$ cat src/sv/tiltq_pkg.sv
// Package for the tilt orientation qualifier.
// Holds register map, reset values and the orientation mode codes.
// No dependencies; used by tilt_orientation_qualifier_top.
package tiltq_pkg;

    // Field widths
    localparam int unsigned AccelW  = 16;
    localparam int unsigned ThreshW = 15;
    localparam int unsigned HoldW   = 8;
    localparam int unsigned ModeN   = 4;

    // APB register map (byte addresses 0 and 4)
    localparam int unsigned AddrW = 3;
    localparam int unsigned DataW = 32;

    typedef enum logic [0:0] {
        REG_TILT_THRESHOLD = 1'b0,
        REG_HOLD_COUNT     = 1'b1
    } reg_idx_t;

    // Register reset values
    localparam logic [ThreshW-1:0] ThreshReset = 15'd240;
    localparam logic [HoldW-1:0]   HoldReset   = 8'd100;

    // Orientation modes; each also names its persistence counter
    typedef enum logic [1:0] {
        MODE_Y_NEG = 2'd0,
        MODE_X_POS = 2'd1,
        MODE_Y_POS = 2'd2,
        MODE_X_NEG = 2'd3
    } mode_t;

endpackage

$ cat src/sv/tilt_orientation_qualifier_top.sv
// Tilt orientation qualifier: top level with APB registers and sample pipeline.
// Depends on tiltq_pkg (register map, mode codes, reset values).
//
//  channel  | handshake                  | payload
//  ---------+----------------------------+-------------------------------
//  sample   | sample_valid/sample_ready  | accel_x, accel_y (s16)
//  result   | result_valid/result_ready  | orientation (2b), mode_changed
//  config   | APB psel/penable/pready    | paddr (3b), pwdata/prdata (32b)
//
// Each beat passes through the input register and then the result register;
// one beat per cycle is sustained while result_ready stays high.
// The counter/mode update happens as a beat moves from the input register
// to the result register, so back-to-back beats see each other's state.
// A stalled result holds both stages; sample_ready drops only when both full.
// rst_n clears counters, mode, valid flags and restores register defaults.
module tilt_orientation_qualifier_top (
    input  logic                              clk,
    input  logic                              rst_n,
    // configuration
    input  logic                              psel,
    input  logic                              penable,
    input  logic                              pwrite,
    input  logic [tiltq_pkg::AddrW-1:0]       paddr,
    input  logic [tiltq_pkg::DataW-1:0]       pwdata,
    output logic [tiltq_pkg::DataW-1:0]       prdata,
    output logic                              pready,
    // sample channel
    input  logic                              sample_valid,
    output logic                              sample_ready,
    input  logic signed [tiltq_pkg::AccelW-1:0] accel_x,
    input  logic signed [tiltq_pkg::AccelW-1:0] accel_y,
    // result channel
    output logic                              result_valid,
    input  logic                              result_ready,
    output logic [1:0]                        orientation,
    output logic                              mode_changed
);

    localparam int unsigned CmpW = tiltq_pkg::AccelW + 1;

    // Configuration registers
    logic [tiltq_pkg::ThreshW-1:0] thresh_reg;
    logic [tiltq_pkg::HoldW-1:0]   hold_reg;
    logic                          cfg_wr;
    tiltq_pkg::reg_idx_t           cfg_idx;

    assign pready  = 1'b1;
    assign cfg_wr  = psel && penable && pwrite && pready;
    assign cfg_idx = tiltq_pkg::reg_idx_t'(paddr[2]);

    always_ff @(posedge clk or negedge rst_n)
    begin
        if (!rst_n)
        begin
            thresh_reg <= tiltq_pkg::ThreshReset;
            hold_reg   <= tiltq_pkg::HoldReset;
        end
        else if (cfg_wr)
        begin
            unique case (cfg_idx)
                tiltq_pkg::REG_TILT_THRESHOLD: thresh_reg <= pwdata[tiltq_pkg::ThreshW-1:0];
                tiltq_pkg::REG_HOLD_COUNT:     hold_reg   <= pwdata[tiltq_pkg::HoldW-1:0];
                default:                       ;
            endcase
        end
    end

    // Register readback
    always_comb
    begin
        prdata = '0;
        unique case (cfg_idx)
            tiltq_pkg::REG_TILT_THRESHOLD:
                prdata = {{(tiltq_pkg::DataW-tiltq_pkg::ThreshW){1'b0}}, thresh_reg};
            tiltq_pkg::REG_HOLD_COUNT:
                prdata = {{(tiltq_pkg::DataW-tiltq_pkg::HoldW){1'b0}}, hold_reg};
            default:
                prdata = '0;
        endcase
    end

    // Pipeline handshake
    logic in_valid_reg;
    logic result_valid_reg;
    logic advance;

    assign advance      = in_valid_reg && (!result_valid_reg || result_ready);
    assign sample_ready = !in_valid_reg || advance;
    assign result_valid = result_valid_reg;

    // Input register
    logic signed [tiltq_pkg::AccelW-1:0] x_reg;
    logic signed [tiltq_pkg::AccelW-1:0] y_reg;

    always_ff @(posedge clk or negedge rst_n)
    begin
        if (!rst_n)
        begin
            in_valid_reg <= 1'b0;
        end
        else if (sample_ready)
        begin
            in_valid_reg <= sample_valid;
        end
    end

    always_ff @(posedge clk)
    begin
        if (sample_valid && sample_ready)
        begin
            x_reg <= accel_x;
            y_reg <= accel_y;
        end
    end

    // Threshold tests, 17-bit signed so -threshold always fits
    logic signed [CmpW-1:0] thr_pos;
    logic signed [CmpW-1:0] thr_neg;
    logic signed [CmpW-1:0] x_ext;
    logic signed [CmpW-1:0] y_ext;
    logic                   qual;
    tiltq_pkg::mode_t       qual_mode;

    assign thr_pos = $signed({{(CmpW-tiltq_pkg::ThreshW){1'b0}}, thresh_reg});
    assign thr_neg = -thr_pos;
    assign x_ext   = CmpW'(x_reg);
    assign y_ext   = CmpW'(y_reg);

    always_comb
    begin
        qual      = 1'b1;
        qual_mode = tiltq_pkg::MODE_Y_NEG;
        priority if (y_ext < thr_neg)
            qual_mode = tiltq_pkg::MODE_Y_NEG;
        else if (y_ext > thr_pos)
            qual_mode = tiltq_pkg::MODE_Y_POS;
        else if (x_ext > thr_pos)
            qual_mode = tiltq_pkg::MODE_X_POS;
        else if (x_ext < thr_neg)
            qual_mode = tiltq_pkg::MODE_X_NEG;
        else
            qual = 1'b0;
    end

    // Persistence counters and mode
    logic [tiltq_pkg::HoldW-1:0] cnt_reg [tiltq_pkg::ModeN];
    logic [tiltq_pkg::HoldW-1:0] cnt_next [tiltq_pkg::ModeN];
    tiltq_pkg::mode_t            mode_reg;
    tiltq_pkg::mode_t            mode_next;
    logic [tiltq_pkg::HoldW:0]   cnt_inc;
    logic                        reached;

    assign cnt_inc = {1'b0, cnt_reg[qual_mode]} + 1'b1;
    assign reached = cnt_inc >= {1'b0, hold_reg};

    always_comb
    begin
        mode_next = mode_reg;
        for (int i = 0; i < tiltq_pkg::ModeN; i++)
        begin
            cnt_next[i] = cnt_reg[i];
        end
        if (qual)
        begin
            for (int i = 0; i < tiltq_pkg::ModeN; i++)
            begin
                cnt_next[i] = '0;
            end
            if (reached)
            begin
                cnt_next[qual_mode] = hold_reg;
                mode_next           = qual_mode;
            end
            else
            begin
                cnt_next[qual_mode] = cnt_inc[tiltq_pkg::HoldW-1:0];
            end
        end
    end

    always_ff @(posedge clk or negedge rst_n)
    begin
        if (!rst_n)
        begin
            for (int i = 0; i < tiltq_pkg::ModeN; i++)
            begin
                cnt_reg[i] <= '0;
            end
            mode_reg <= tiltq_pkg::MODE_Y_NEG;
        end
        else if (advance)
        begin
            for (int i = 0; i < tiltq_pkg::ModeN; i++)
            begin
                cnt_reg[i] <= cnt_next[i];
            end
            mode_reg <= mode_next;
        end
    end

    // Result register
    logic [1:0] orient_reg;
    logic       changed_reg;

    always_ff @(posedge clk or negedge rst_n)
    begin
        if (!rst_n)
        begin
            result_valid_reg <= 1'b0;
        end
        else if (advance)
        begin
            result_valid_reg <= 1'b1;
        end
        else if (result_ready)
        begin
            result_valid_reg <= 1'b0;
        end
    end

    always_ff @(posedge clk)
    begin
        if (advance)
        begin
            orient_reg  <= mode_next;
            changed_reg <= (mode_next != mode_reg);
        end
    end

    assign orientation  = orient_reg;
    assign mode_changed = changed_reg;

    // Assertions

    // at most one persistence counter is ever nonzero
    a_one_counter: assert property (@(posedge clk) disable iff (!rst_n)
        $countones({|cnt_reg[0], |cnt_reg[1], |cnt_reg[2], |cnt_reg[3]}) <= 1)
        else $error("more than one persistence counter nonzero");

    // the mode moves only when a beat goes through the update
    a_mode_on_advance: assert property (@(posedge clk) disable iff (!rst_n)
        !advance |=> $stable(mode_reg))
        else $error("mode changed without a beat");

    // the change flag matches the mode transition of the same beat
    a_changed_flag: assert property (@(posedge clk) disable iff (!rst_n)
        advance |=> (changed_reg == (mode_reg != $past(mode_reg)))
                    && (orient_reg == mode_reg))
        else $error("result disagrees with mode update");

endmodule
$ cat config.mk
export PLATFORM = sky130hd
export DESIGN_NAME = tilt_orientation_qualifier_top
export DESIGN_NICKNAME = d
export VERILOG_FILES = /design/src/sv/tiltq_pkg.sv /design/src/sv/tilt_orientation_qualifier_top.sv
export SDC_FILE = /design/constraint.sdc
export NUM_CORES = 1
export LEC_CHECK = 0
export ABC_AREA = 1
export BUFFER_PORTS_ARGS = -buffer_cell sky130_fd_sc_hd__buf_2
export CORE_ASPECT_RATIO = 1.2
export CORE_MARGIN = 1.5
export CORE_UTILIZATION = 58
export CTS_CLUSTER_SIZE = 30
export DETAILED_ROUTE_END_ITERATION = 8
export GPL_ROUTABILITY_DRIVEN = 0
export PLACE_DENSITY = 0.93
export SLEW_MARGIN = 0
export SYNTH_ARGS = -nofsm -noshare
export SYNTH_HDL_FRONTEND = slang
export SYNTH_SLANG_ARGS = --single-unit
export TNS_END_PERCENT = 20
$ cat constraint.sdc
create_clock -name clk -period 8.74 [get_ports clk]
set_input_delay 0.437 -clock clk [delete_from_list [all_inputs] [get_ports clk]]
set_output_delay 0.437 -clock clk [all_outputs]
set_load 0.05 [all_outputs]
==> metrics.yaml <==
outcome: "complete, no violations"
cts_buffers: 9
synth_cells: 814
power_density_mw_per_mm2: 256
path_common_cell: "nand2_1"
avgSynthCellArea_um2: 7.96
clock_skew_ns: 0.00924
rows: 42
synth_area_leaders: "dfrtp_1, edfxtp_1, ha_1, nand2_1, inv_1"
design.core.area_mm2: 0.0110
place.detailed.hpwl_mm: 11.4
drt_iter0_markers: 445
start_kind: "register"
grt_remaining_overflow: 0
ys_ff_latch: 94
portBuffers: 74
cts_resized: 0
path_class: "reg2reg"
tightest_slew_ns: 1.18
cts_root_buffer: "clkbuf_16"
synth_seq_area_share_pct: 39.1
syn_to_final_growth_pct: 10.2
synth_top_cell_by_area: "dfrtp_1"
synth-edff-count: 35
r2r_start: "thresh_reg[1]$_DFFE_PN0P_"
cp_max_fo: 19
die_area_mm2: 0.0118
setup_viol: 0
grt_usage_pct: 27.3
final_core_util_pct: 65.0
yosysWarnings: 0
viasPerCell: 5.61
cp.arrival_ns: 7.01
max_freq_mhz: 147
grt_max_degree: 60
insertedDiodeCount: 0
worstPathRequired_ns: 8.96
hold_buffers: 0
worst_path_max_delay_cell: "dfrtp_1"
ir_worst_vdd_mv: 0.161
vias: 5719
synth_ff_type: "dfrtp_1"
setup-tns-final_ns: 0
hold_violations: 0
yosysTopAreaCellShare_pct: 20.1
netlist_area_mm2: 0.00648
rsz0062_at_grt: "false"
ys_top_cells_by_count: "nand2_1, inv_1, ha_1"
pre_cts_slack_ns: 2.20
clock_path_buffers: 2
nNetsFinal: 1025
drc: 0
final_antenna_net_count: 0
die_w_um: 99.5
max-slew-margin-rel_pct: 21.3
first_global_vias: 5803
routed_wl_mm: 15.2
htree_num_levels: 3
min_period_ns: 6.79
grt_pass1_wl_mm: 25.4
endpoint_kind: "register"
critPathMaxStageDelay_ns: 0.42
leakage_nw: 3.77
timing.final.crit_share_pct: 77.7
stdcell_count: 1020
worstSkewPairLatency_ns: 0.35
clkTransAtPathRegs_ns: 0.07
wl_per_cell_um: 14.9
post_cts_buffers: 0
dieHeight_um: 119
synth_cell_types: 40
cts_tree: "yes"
antenna_found_initial: 0
hold_path.class: "in2async"
clock_sinks: 94
detail_route.first_pass.iterations: 5
largest_register_ffs: 32
synth.most_common_cell: "nand2_1"
slew_violations: 0
maxCapViolations: 0
setup_ws_ns: 1.95
critPathLaunch: "thresh_reg[1]$_DFFE_PN0P_"
initial_core_util_pct: 59.0
drive_gt1_share_pct: 15.2
ios: 112
async_reset_ff_share_pct: 62.8
dp.cells: 1004
==> placed cells by master (no fill, tap or decap), types with 2 or more instances in the layout <==
| cell | n |
|---|---|
| nand2_4 | 2 |
| a211oi_1 | 3 |
| nand4_1 | 17 |
| o211ai_1 | 2 |
| nand3_2 | 8 |
| clkinv_1 | 3 |
| edfxtp_1 | 35 |
| nor3_1 | 4 |
| o21ai_0 | 35 |
| nand2_2 | 13 |
| nand2_1 | 219 |
| dfstp_2 | 7 |
| clkinv_2 | 2 |
| clkbuf_16 | 10 |
| nor2_4 | 3 |
| buf_2 | 74 |
| nor2_2 | 4 |
| o21a_1 | 6 |
| dfrtp_1 | 52 |
| o21ai_1 | 18 |
| clkbuf_1 | 2 |
| ha_1 | 68 |
| conb_1 | 18 |
| inv_1 | 116 |
| nor2_1 | 47 |
| nand3b_1 | 6 |
| a21oi_1 | 29 |
| nand3_4 | 2 |
| nand3_1 | 55 |
| xor2_1 | 12 |
| inv_2 | 5 |
==> cell families (layout without fill, tap and decap cells) <==
family | count (synthesis) | in the layout | share of synthesized area [%]
AOI/OAI and AO/OA | 98 | 98 | 8.36
adders and majority gates | 68 | 68 | 13.1
and+or+nand+nor | 384 | 384 | 27.1
buffers and inverters | 156 | 214 | 10.5
xor gates and xnor gates | 12 | 12 | 1.62
DFF | 94 | 94 | 39.1
other | 2 | 18 | 0.116
==> final timing paths <==
| kind | endpoint | slack, ns | cells past startpoint |
|---|---|---|---|
| worst max-delay path | cnt_reg[19]$_DFFE_PN0P_ | 1.95 | 41 |
| worst min-delay path | cnt_reg[28]$_DFFE_PN0P_ | 0.25 | 2 |
| worst max register to register | cnt_reg[19]$_DFFE_PN0P_ | 1.95 | 41 |
| worst min register to register | cnt_reg[21]$_DFFE_PN0P_ | 0.48 | 2 |
| max in group asynchronous | thresh_reg[1]$_DFFE_PN0P_ | 8.00 | 2 |
| min in group clk | y_reg[12]$_DFFE_PP_ | 0.26 | 1 |
==> power by group <==
group | internal [W] | leakage [nW] | switching, W
clock network | 0.000208 | 0.135 | 0.000161
logic | 0.000259 | 2.55 | 0.000585
registers | 0.000556 | 1.08 | 0.0000571
==> worst max-delay path, delay by kind of cell, from the launching register on <==
family          cells  cell delay (ns)
compound gates      9             1.40
fa+ha+maj           4             1.10
buf+inv             5             0.79
flops               1             0.42
simple gates       21             2.42
xor+xnor            2             0.50
==> final cells by class <==
type                       count  area (um^2)
clock buffer                  12          258
clock inverter                 4         21.3
fill                         803         3840
inverter                     123          462
multi-input combinational    580         3320
sequential                    94         2540
tap                          132          165
timing repair buffer          75          378
==> through the flow <==
stage	hold WS [ns]	instance area, um^2	power, W
floorplan	0.141	6540	0.00125
global placement	0.455	6860	0.00139
detailed placement	0.465	6860	0.00143
CTS	0.255	7140	0.00182
global route	0.253	7140	0.00196
finish	0.253	7140	0.00183
==> metal layers <==
metal / vias up / share of wire, % / GRT usage (%)
met5: - / 0 / 0
met4: 0 / 5.5 / 17.0
met3: 79 / 6.4 / 4.08
met2: 271 / 50 / 47.9
met1: 2618 / 38 / 30.6
li1: 2751 / - / -
Power figures use the tool's default switching activity.
